==> src/hw/rtl/vgm_pkg.sv <==
// Shared types and constants of the command stream parser.
package vgm_pkg;

   localparam logic [7:0]  CMD_YM3812    = 8'h5A;
   localparam logic [7:0]  CMD_OPL3_PORT0 = 8'h5E;
   localparam logic [7:0]  CMD_OPL3_PORT1 = 8'h5F;
   localparam logic [7:0]  CMD_WAIT_N    = 8'h61;
   localparam logic [7:0]  CMD_WAIT_60   = 8'h62;
   localparam logic [7:0]  CMD_WAIT_50   = 8'h63;
   localparam logic [7:0]  CMD_END       = 8'h66;
   localparam logic [7:0]  CMD_DATA_BLOCK = 8'h67;
   localparam logic [31:0] VERSION_TWO_OPERANDS = 32'h0000_0160;

   localparam int SKIP_WIDTH  = 31;
   localparam int COUNT_WIDTH = 4;

   localparam logic [1:0] EVENT_SINGLE_WRITE = 2'd0;
   localparam logic [1:0] EVENT_DUAL_WRITE   = 2'd1;
   localparam logic [1:0] EVENT_WAIT         = 2'd2;
   localparam logic [1:0] EVENT_END          = 2'd3;

   localparam logic CAUSE_END_COMMAND = 1'b0;
   localparam logic CAUSE_UNKNOWN     = 1'b1;

   typedef enum logic [2:0] {
      PH_CMD,
      PH_ADDR,
      PH_DATA,
      PH_SKIP,
      PH_LEN,
      PH_HALT
   } phase_type;

   typedef enum logic [2:0] {
      CLS_WRITE,
      CLS_WAIT,
      CLS_END,
      CLS_SKIP,
      CLS_UNKNOWN
   } cmd_class_type;

   typedef struct packed {
      cmd_class_type          cls;
      logic [COUNT_WIDTH-1:0] operand_count;
   } decode_type;

   typedef struct packed {
      logic [1:0] event_kind;
      logic [8:0] reg_addr;
      logic [7:0] reg_value;
      logic       end_cause;
   } event_type;

endpackage

==> src/hw/rtl/vgm_if.sv <==
// Handshake channels of the command stream parser.
interface vgm_req_if;
   logic       valid;
   logic       ready;
   logic [7:0] stream_byte;
   modport source (output valid, output stream_byte, input ready);
   modport sink (input valid, input stream_byte, output ready);
endinterface

interface vgm_rsp_if;
   logic       valid;
   logic       ready;
   logic [1:0] event_kind;
   logic [8:0] reg_addr;
   logic [7:0] reg_value;
   logic       end_cause;
   modport source (output valid, output event_kind, output reg_addr, output reg_value,
                   output end_cause, input ready);
   modport sink (input valid, input event_kind, input reg_addr, input reg_value,
                 input end_cause, output ready);
endinterface

interface vgm_csr_if;
   logic        valid;
   logic        ready;
   logic [31:0] format_version;
   modport source (output valid, output format_version, input ready);
   modport sink (input valid, input format_version, output ready);
endinterface

==> src/hw/rtl/vgm_cmd_decode.sv <==
// Command byte classifier and operand size table.
module vgm_cmd_decode (
   input  logic [7:0]          cmd_byte,
   input  logic [31:0]         format_version,
   output vgm_pkg::decode_type decode
);

   always_comb begin
      decode.cls           = vgm_pkg::CLS_SKIP;
      decode.operand_count = '0;
      if (cmd_byte == vgm_pkg::CMD_YM3812 || cmd_byte == vgm_pkg::CMD_OPL3_PORT0 ||
          cmd_byte == vgm_pkg::CMD_OPL3_PORT1) begin
         decode.cls = vgm_pkg::CLS_WRITE;
      end else if (cmd_byte == vgm_pkg::CMD_WAIT_N) begin
         decode.cls           = vgm_pkg::CLS_WAIT;
         decode.operand_count = 4'd2;
      end else if (cmd_byte == vgm_pkg::CMD_WAIT_60 || cmd_byte == vgm_pkg::CMD_WAIT_50 ||
                   cmd_byte[7:4] == 4'h7) begin
         decode.cls = vgm_pkg::CLS_WAIT;
      end else if (cmd_byte == vgm_pkg::CMD_END) begin
         decode.cls = vgm_pkg::CLS_END;
      end else if (cmd_byte == vgm_pkg::CMD_DATA_BLOCK) begin
         decode.operand_count = 4'd2;
      end else if (cmd_byte[7:4] == 4'h3) begin
         decode.operand_count = 4'd1;
      end else if (cmd_byte >= 8'h40 && cmd_byte <= 8'h4E) begin
         decode.operand_count = (format_version >= vgm_pkg::VERSION_TWO_OPERANDS) ? 4'd2 : 4'd1;
      end else if (cmd_byte == 8'h4F || cmd_byte == 8'h50) begin
         decode.operand_count = 4'd1;
      end else if (cmd_byte >= 8'h51 && cmd_byte <= 8'h5F) begin
         decode.operand_count = 4'd2;
      end else if (cmd_byte == 8'h68) begin
         decode.operand_count = 4'd11;
      end else if (cmd_byte[7:4] == 4'h8) begin
         decode.operand_count = 4'd0;
      end else if (cmd_byte == 8'h90 || cmd_byte == 8'h91 || cmd_byte == 8'h95) begin
         decode.operand_count = 4'd4;
      end else if (cmd_byte == 8'h92) begin
         decode.operand_count = 4'd5;
      end else if (cmd_byte == 8'h93) begin
         decode.operand_count = 4'd10;
      end else if (cmd_byte == 8'h94) begin
         decode.operand_count = 4'd1;
      end else if (cmd_byte[7:5] == 3'b101) begin
         decode.operand_count = 4'd2;
      end else if (cmd_byte[7:5] == 3'b110) begin
         decode.operand_count = 4'd3;
      end else if (cmd_byte[7:5] == 3'b111) begin
         decode.operand_count = 4'd4;
      end else begin
         decode.cls = vgm_pkg::CLS_UNKNOWN;
      end
   end

endmodule

==> src/hw/rtl/vgm_parse_engine.sv <==
// Parse state registers and result register.
module vgm_parse_engine (
   input  logic                clock,
   input  logic                reset,
   input  logic                step_valid,
   output logic                step_ready,
   input  logic [7:0]          step_byte,
   input  vgm_pkg::decode_type decode,
   output logic                out_valid,
   input  logic                out_ready,
   output vgm_pkg::event_type  out_event
);

   vgm_pkg::phase_type              phase_ff, phase_in;
   logic [7:0]                      cmd_ff, cmd_in;
   logic [vgm_pkg::SKIP_WIDTH-1:0]  skip_ff, skip_in;
   logic [8:0]                      addr_ff, addr_in;
   logic [vgm_pkg::SKIP_WIDTH-1:0]  blen_ff, blen_in;
   logic [1:0]                      lcount_ff, lcount_in;
   logic                            out_valid_ff;
   vgm_pkg::event_type              event_ff;
   logic                            fire;
   vgm_pkg::event_type              event_in;
   logic [vgm_pkg::SKIP_WIDTH-1:0]  skip_dec;
   logic [vgm_pkg::SKIP_WIDTH-1:0]  blen_merged;
   logic                            step;

   assign step_ready = !out_valid_ff || out_ready;
   assign step       = step_valid && step_ready;
   assign skip_dec   = skip_ff - {{(vgm_pkg::SKIP_WIDTH-1){1'b0}}, 1'b1};

   always_comb begin
      case (lcount_ff)
         2'd0:    blen_merged = blen_ff | {23'd0, step_byte};
         2'd1:    blen_merged = blen_ff | {15'd0, step_byte, 8'd0};
         2'd2:    blen_merged = blen_ff | {7'd0, step_byte, 16'd0};
         default: blen_merged = blen_ff | {step_byte[6:0], 24'd0};
      endcase
   end

   always_comb begin
      phase_in  = phase_ff;
      cmd_in    = cmd_ff;
      skip_in   = skip_ff;
      addr_in   = addr_ff;
      blen_in   = blen_ff;
      lcount_in = lcount_ff;
      fire      = 1'b0;
      event_in  = '0;
      case (phase_ff)
         vgm_pkg::PH_CMD: begin
            cmd_in = step_byte;
            case (decode.cls)
               vgm_pkg::CLS_WRITE: begin
                  phase_in = vgm_pkg::PH_ADDR;
               end
               vgm_pkg::CLS_END: begin
                  phase_in           = vgm_pkg::PH_HALT;
                  fire               = 1'b1;
                  event_in.event_kind = vgm_pkg::EVENT_END;
                  event_in.end_cause  = vgm_pkg::CAUSE_END_COMMAND;
               end
               vgm_pkg::CLS_UNKNOWN: begin
                  phase_in           = vgm_pkg::PH_HALT;
                  fire               = 1'b1;
                  event_in.event_kind = vgm_pkg::EVENT_END;
                  event_in.end_cause  = vgm_pkg::CAUSE_UNKNOWN;
               end
               default: begin
                  if (decode.cls == vgm_pkg::CLS_WAIT) begin
                     fire               = 1'b1;
                     event_in.event_kind = vgm_pkg::EVENT_WAIT;
                  end
                  skip_in  = {{(vgm_pkg::SKIP_WIDTH-vgm_pkg::COUNT_WIDTH){1'b0}},
                              decode.operand_count};
                  phase_in = (decode.operand_count != '0) ? vgm_pkg::PH_SKIP : vgm_pkg::PH_CMD;
               end
            endcase
         end
         vgm_pkg::PH_ADDR: begin
            addr_in  = {cmd_ff == vgm_pkg::CMD_OPL3_PORT1, step_byte};
            phase_in = vgm_pkg::PH_DATA;
         end
         vgm_pkg::PH_DATA: begin
            phase_in            = vgm_pkg::PH_CMD;
            fire                = 1'b1;
            event_in.event_kind = (cmd_ff == vgm_pkg::CMD_YM3812) ?
                                  vgm_pkg::EVENT_SINGLE_WRITE : vgm_pkg::EVENT_DUAL_WRITE;
            event_in.reg_addr   = addr_ff;
            event_in.reg_value  = step_byte;
         end
         vgm_pkg::PH_SKIP: begin
            skip_in = skip_dec;
            if (skip_dec == '0) begin
               if (cmd_ff == vgm_pkg::CMD_DATA_BLOCK) begin
                  phase_in  = vgm_pkg::PH_LEN;
                  blen_in   = '0;
                  lcount_in = '0;
               end else begin
                  phase_in = vgm_pkg::PH_CMD;
               end
            end
         end
         vgm_pkg::PH_LEN: begin
            blen_in = blen_merged;
            if (lcount_ff == 2'd3) begin
               lcount_in = '0;
               cmd_in    = '0;
               skip_in   = blen_merged;
               phase_in  = (blen_merged != '0) ? vgm_pkg::PH_SKIP : vgm_pkg::PH_CMD;
            end else begin
               lcount_in = lcount_ff + 2'd1;
            end
         end
         vgm_pkg::PH_HALT: begin
            phase_in = vgm_pkg::PH_HALT;
         end
         default: begin
            phase_in = vgm_pkg::PH_HALT;
         end
      endcase
   end

   always_ff @(posedge clock) begin
      if (reset) begin
         phase_ff  <= vgm_pkg::PH_CMD;
         cmd_ff    <= '0;
         skip_ff   <= '0;
         addr_ff   <= '0;
         blen_ff   <= '0;
         lcount_ff <= '0;
      end else if (step) begin
         phase_ff  <= phase_in;
         cmd_ff    <= cmd_in;
         skip_ff   <= skip_in;
         addr_ff   <= addr_in;
         blen_ff   <= blen_in;
         lcount_ff <= lcount_in;
      end
   end

   always_ff @(posedge clock) begin
      if (reset) begin
         out_valid_ff <= 1'b0;
      end else if (step) begin
         out_valid_ff <= fire;
      end else if (out_ready) begin
         out_valid_ff <= 1'b0;
      end
   end

   always_ff @(posedge clock) begin
      if (step && fire) begin
         event_ff <= event_in;
      end
   end

   assign out_valid = out_valid_ff;
   assign out_event = event_ff;

endmodule

==> src/hw/rtl/vgm_command_stream_parser.sv <==
// Top level of the byte-serial command stream parser.
//
//   port   dir   carries                                     moves on
//   req    in    stream_byte                                 valid && ready
//   rsp    out   event_kind, reg_addr, reg_value, end_cause  valid && ready
//   csr    in    format_version                              valid && ready
//
// One byte per cycle sustained while rsp takes events; a byte's event reaches rsp
// through the input register, then the parse step into the result register.
// The single parse step (phase update, 31-bit skip decrement) sets the rate.
// Reset is synchronous; the parser then expects a command byte, version is 0x171.
// A stalled rsp holds its event; req keeps flowing while the result register can drain.
module vgm_command_stream_parser (
   input  logic            clock,
   input  logic            reset,
   vgm_req_if.sink         req,
   vgm_rsp_if.source       rsp,
   vgm_csr_if.sink         csr
);

   logic                 in_full_ff;
   logic [7:0]           in_byte_ff;
   logic [31:0]          version_ff;
   logic                 step_ready;
   vgm_pkg::decode_type  decode;
   vgm_pkg::event_type   out_event;

   assign req.ready = !in_full_ff || step_ready;
   assign csr.ready = 1'b1;

   always_ff @(posedge clock) begin
      if (reset) begin
         in_full_ff <= 1'b0;
      end else if (req.ready) begin
         in_full_ff <= req.valid;
      end
   end

   always_ff @(posedge clock) begin
      if (req.valid && req.ready) begin
         in_byte_ff <= req.stream_byte;
      end
   end

   always_ff @(posedge clock) begin
      if (reset) begin
         version_ff <= 32'h0000_0171;
      end else if (csr.valid) begin
         version_ff <= csr.format_version;
      end
   end

   vgm_cmd_decode u_decode (
      .cmd_byte       (in_byte_ff),
      .format_version (version_ff),
      .decode         (decode)
   );

   vgm_parse_engine u_engine (
      .clock      (clock),
      .reset      (reset),
      .step_valid (in_full_ff),
      .step_ready (step_ready),
      .step_byte  (in_byte_ff),
      .decode     (decode),
      .out_valid  (rsp.valid),
      .out_ready  (rsp.ready),
      .out_event  (out_event)
   );

   assign rsp.event_kind = out_event.event_kind;
   assign rsp.reg_addr   = out_event.reg_addr;
   assign rsp.reg_value  = out_event.reg_value;
   assign rsp.end_cause  = out_event.end_cause;

endmodule

==> src/flat_wrapper.sv <==
// flat-port wrapper written by rule: the top's interface ports become plain ports
module vgm_command_stream_parser_flat 
  (clock, reset, req_valid, req_stream_byte, req_ready, rsp_valid, rsp_event_kind, rsp_reg_addr, rsp_reg_value, rsp_end_cause, rsp_ready, csr_valid, csr_format_version, csr_ready);
  vgm_req_if req_i ();
  vgm_rsp_if rsp_i ();
  vgm_csr_if csr_i ();
  input  logic clock;
  input  logic reset;
  input wire logic [$bits(req_i.valid)-1:0] req_valid;
  input wire logic [$bits(req_i.stream_byte)-1:0] req_stream_byte;
  output wire logic [$bits(req_i.ready)-1:0] req_ready;
  output wire logic [$bits(rsp_i.valid)-1:0] rsp_valid;
  output wire logic [$bits(rsp_i.event_kind)-1:0] rsp_event_kind;
  output wire logic [$bits(rsp_i.reg_addr)-1:0] rsp_reg_addr;
  output wire logic [$bits(rsp_i.reg_value)-1:0] rsp_reg_value;
  output wire logic [$bits(rsp_i.end_cause)-1:0] rsp_end_cause;
  input wire logic [$bits(rsp_i.ready)-1:0] rsp_ready;
  input wire logic [$bits(csr_i.valid)-1:0] csr_valid;
  input wire logic [$bits(csr_i.format_version)-1:0] csr_format_version;
  output wire logic [$bits(csr_i.ready)-1:0] csr_ready;
  assign req_i.valid = req_valid;
  assign req_i.stream_byte = req_stream_byte;
  assign req_ready = req_i.ready;
  assign rsp_valid = rsp_i.valid;
  assign rsp_event_kind = rsp_i.event_kind;
  assign rsp_reg_addr = rsp_i.reg_addr;
  assign rsp_reg_value = rsp_i.reg_value;
  assign rsp_end_cause = rsp_i.end_cause;
  assign rsp_i.ready = rsp_ready;
  assign csr_i.valid = csr_valid;
  assign csr_i.format_version = csr_format_version;
  assign csr_ready = csr_i.ready;
  vgm_command_stream_parser u_core (.clock(clock), .reset(reset), .req(req_i), .rsp(rsp_i), .csr(csr_i));
endmodule
==> config.mk <==
export PLATFORM = sky130hd
export DESIGN_NAME = vgm_command_stream_parser_flat
export DESIGN_NICKNAME = d
export VERILOG_FILES = /design/src/hw/rtl/vgm_pkg.sv /design/src/hw/rtl/vgm_if.sv /design/src/hw/rtl/vgm_cmd_decode.sv /design/src/hw/rtl/vgm_parse_engine.sv /design/src/hw/rtl/vgm_command_stream_parser.sv /design/src/flat_wrapper.sv
export SDC_FILE = /design/constraint.sdc
export NUM_CORES = 1
export LEC_CHECK = 0
export BUFFER_PORTS_ARGS = -buffer_cell sky130_fd_sc_hd__clkbuf_2
export CAP_MARGIN = 20
export CORE_MARGIN = 3
export CORE_UTILIZATION = 41
export CTS_CLUSTER_DIAMETER = 80
export DETAILED_ROUTE_END_ITERATION = 16
export GPL_TIMING_DRIVEN = 0
export PLACE_DENSITY = 0.61
export SLEW_MARGIN = 25
export SYNTH_ARGS = -nofsm -noshare
export SYNTH_HDL_FRONTEND = slang
export SYNTH_HIERARCHICAL = 1
export SYNTH_SLANG_ARGS = --single-unit
==> constraint.sdc <==
create_clock -name clock -period 4.1 [get_ports clock]
set_input_delay 0.615 -clock clock [delete_from_list [all_inputs] [get_ports clock]]
set_output_delay 0.615 -clock clock [all_outputs]
set_load 0.01 [all_outputs]
==> results.md <==
- Status: completed
- Clock slew at reported path FFs: 0.07 ns
- Static Leakage: between 0.003 and 0.004 uW
- CTS root buffer: clkbuf_16
- Final Hold Fails: 0
- Critical Path Fanout Max: 10
- Largest net degree at the start of global routing: 21
- Antenna-violating nets left: 0
- CTS tree: built
- Clk Latency, worst-skew pair: 0.43 ns
- Worst Setup Path Type: flip-flop to flip-flop
- Setup_tns: 0 ns
- 1st-iter DRT viols: around 740
- Overall routing resource usage: 22.8%
- Die extent in y: between 100 and 150 um
- Syn_area_per_cell: between 8 and 9 um2
- RD Place Congestion: 0.961
- Hpwl dp: 15700 um
- Final Critical Period: a little under 4 ns
- Storage element area: ~3100 um2
- Data arrival, critical path: slightly above 4 ns
- Synth warn: 6
- # port buffers: roughly 60
- Critical path's slowest cell: edfxtp_1
- Die area: approximately 19000 um2
- Max Clock Skew: approximately 0.014 ns
- Worst path bufs/invs: 2
- Maximum buffer depth of the clock tree: 2
- Syn_nets: 905
- First-pass GRT wire length: 35000 um
- Rows: 48
- Cell repeated most along the worst path: o21ai_0
- Total CTS buffers: 17
- Worst Path Required: 4.39 ns
- Total grt overflow: 0
- Largest stage delay on the critical path: 0.54 ns
- Critical Path Start Type: flip-flop
- Filler Cell Count: 1689
- Setup-failing EPs final: 0
- Floorplan core area: 17400 um2
- Share of layout cells above drive strength 1: 14.8%
- Vias per Instance: slightly below 6
- Slew Viols, Final: 0
- MaxCap Viol Count: 0
- Multi-input logic area: 3770 um2
- First drt pass iteration count: 5
- Final wirelength: 22100 um
- Via Count: 6877
- PD cells: 421 nW/um2
- I/O pin cnt: 68
- Critical-path cell list: buf_6 > nor3b_2 > nand3b_1 > o311ai_2 > nor2_2 > a31oi_1 > a21o_1 > o21ai_0 > a21oi_1 > clkbuf_1 > o21ai_0 > a22oi_1 > nor2_1
- Max VDD drop: 0.000278 V
- Final hold slack: 0.357 ns
- Synthesized instance count: 854
- Slew headroom: between 40% and 50%
- Final period util: 94.0%
- FMAX: 260 MHz
- Clk sink count: 141
- Type of the worst min-delay path: input pin to flip-flop
- Measured slew at the worst slew-check pin: a little under 0.9 ns
- Unrepaired setup endpoints after global routing: no
- Top delay family on crit path: compound AO/OA/AOI/OAI gates
- DRC errors left: 0
- Area Overhead vs Synth: 16.4%
- DR WL/cell: 18.8 um
- Setup crit end kind: flip-flop
- Initial antenna violation count: 0
- Die W: 140 um
- Final nets: ~1000
- Vias in the first global route: 6443
- Inserted Diodes: 0
- Post-synthesis cell area: roughly 7300 um2
- Initial core utilization: between 40% and 50%
- H-Tree Depth: 4
## state kept, by name, indices dropped and copies added, names as in the netlist
register	flops
u_core/version_ff	27
u_core/u_engine/phase_ff	3
u_core/u_engine/blen_ff	31
u_core/u_engine/cmd_ff	8
u_core/u_engine/out_valid	1
u_core/u_engine/lcount_ff	2
u_core/u_engine/out_event	20
u_core/u_engine/addr_ff	9
u_core/in_byte_ff	8
u_core/u_engine/skip_ff	31
u_core/in_full_ff	1
## cells in the final DEF (no fill, tap or decap), types with 5 or more instances in the layout
| master | instances |
|---|---|
| nor2_1 | 117 |
| dfxtp_1 | 113 |
| a21oi_1 | 78 |
| clkbuf_2 | 63 |
| nand2_1 | 49 |
| o21ai_0 | 47 |
| clkbuf_1 | 39 |
| mux2i_1 | 33 |
| edfxtp_1 | 28 |
| nor3_1 | 24 |
| inv_1 | 23 |
| nor4_1 | 23 |
| and2_1 | 22 |
| clkbuf_16 | 17 |
| o22ai_1 | 17 |
| a22oi_1 | 16 |
| nand3_1 | 14 |
| nor3b_1 | 14 |
| or3_1 | 13 |
| o32ai_1 | 11 |
| nand4_1 | 10 |
| a31oi_1 | 10 |
| nand2b_1 | 7 |
| buf_2 | 7 |
| a21o_1 | 7 |
| buf_6 | 6 |
| nor2b_1 | 6 |
| a211o_1 | 6 |
| buf_4 | 6 |
| a221oi_1 | 6 |
| or4_1 | 6 |
| ha_1 | 6 |
| inv_6 | 5 |
| clkinv_8 | 5 |
| o31ai_1 | 5 |
| a211oi_1 | 5 |
## metrics by stage
stage	cell area [um2]	instances	total power [uW]	utilization [%]	worst slack [ns]
final	8520	1172	3590	49.1	0.247
after global routing	8520	1172	3750	49.1	0.0513
after CTS	8520	1172	3610	49.1	0.0116
after detailed placement	7920	1140	2070	45.6	0.0352
after global placement	7890	1138	2070	45.5	0.0557
after floorplan	7320	854	1910	-	0.871
## power breakdown
part	internal [uW]	leakage, uW	switching, uW
Sequential	1470	0.00119	37.0
Combinational	195	0.00184	356
Clock	817	0.000287	714
Total	2480	0.00332	1110
## worst paths after layout
check        slack, ns                         end                        from  cells past startpoint
max               0.25  u_core/u_engine/skip_ff[8]        u_core/in_byte_ff[5]                     13
min               0.36        u_core/in_byte_ff[0]          req_stream_byte[0]                      1
max reg2reg       0.25  u_core/u_engine/skip_ff[8]        u_core/in_byte_ff[5]                     13
min reg2reg       0.46  u_core/u_engine/addr_ff[8]  u_core/u_engine/addr_ff[8]                      2
## routing by layer
metal  vias to the layer above  global-route usage [%]  wire [um]  part of all wire (%)
li1                       3305                       -          -                     -
met1                      3256                    31.2       9930                    45
met2                       269                    34.8       9880                    45
met3                        47                    5.43       1630                   7.4
met4                         0                    9.33        652                   3.0
met5                         -                       0          0                     0
## final cells by class
cell class	count	area share, %
buffer	65	4.33
timing repair buffer	61	3.61
clock buffer	17	4.99
clock inverter	15	2.03
tap	225	3.30
sequential	141	36.4
inverter	23	1.01
multi-input combinational	625	44.3
## what timing repair did
item                       CTS  global route
setup endpoints to repair    0            20
hold buffers                 0             0
buffers inserted             0             0
gates resized for setup      0             6
Power figures use the tool's default switching activity.
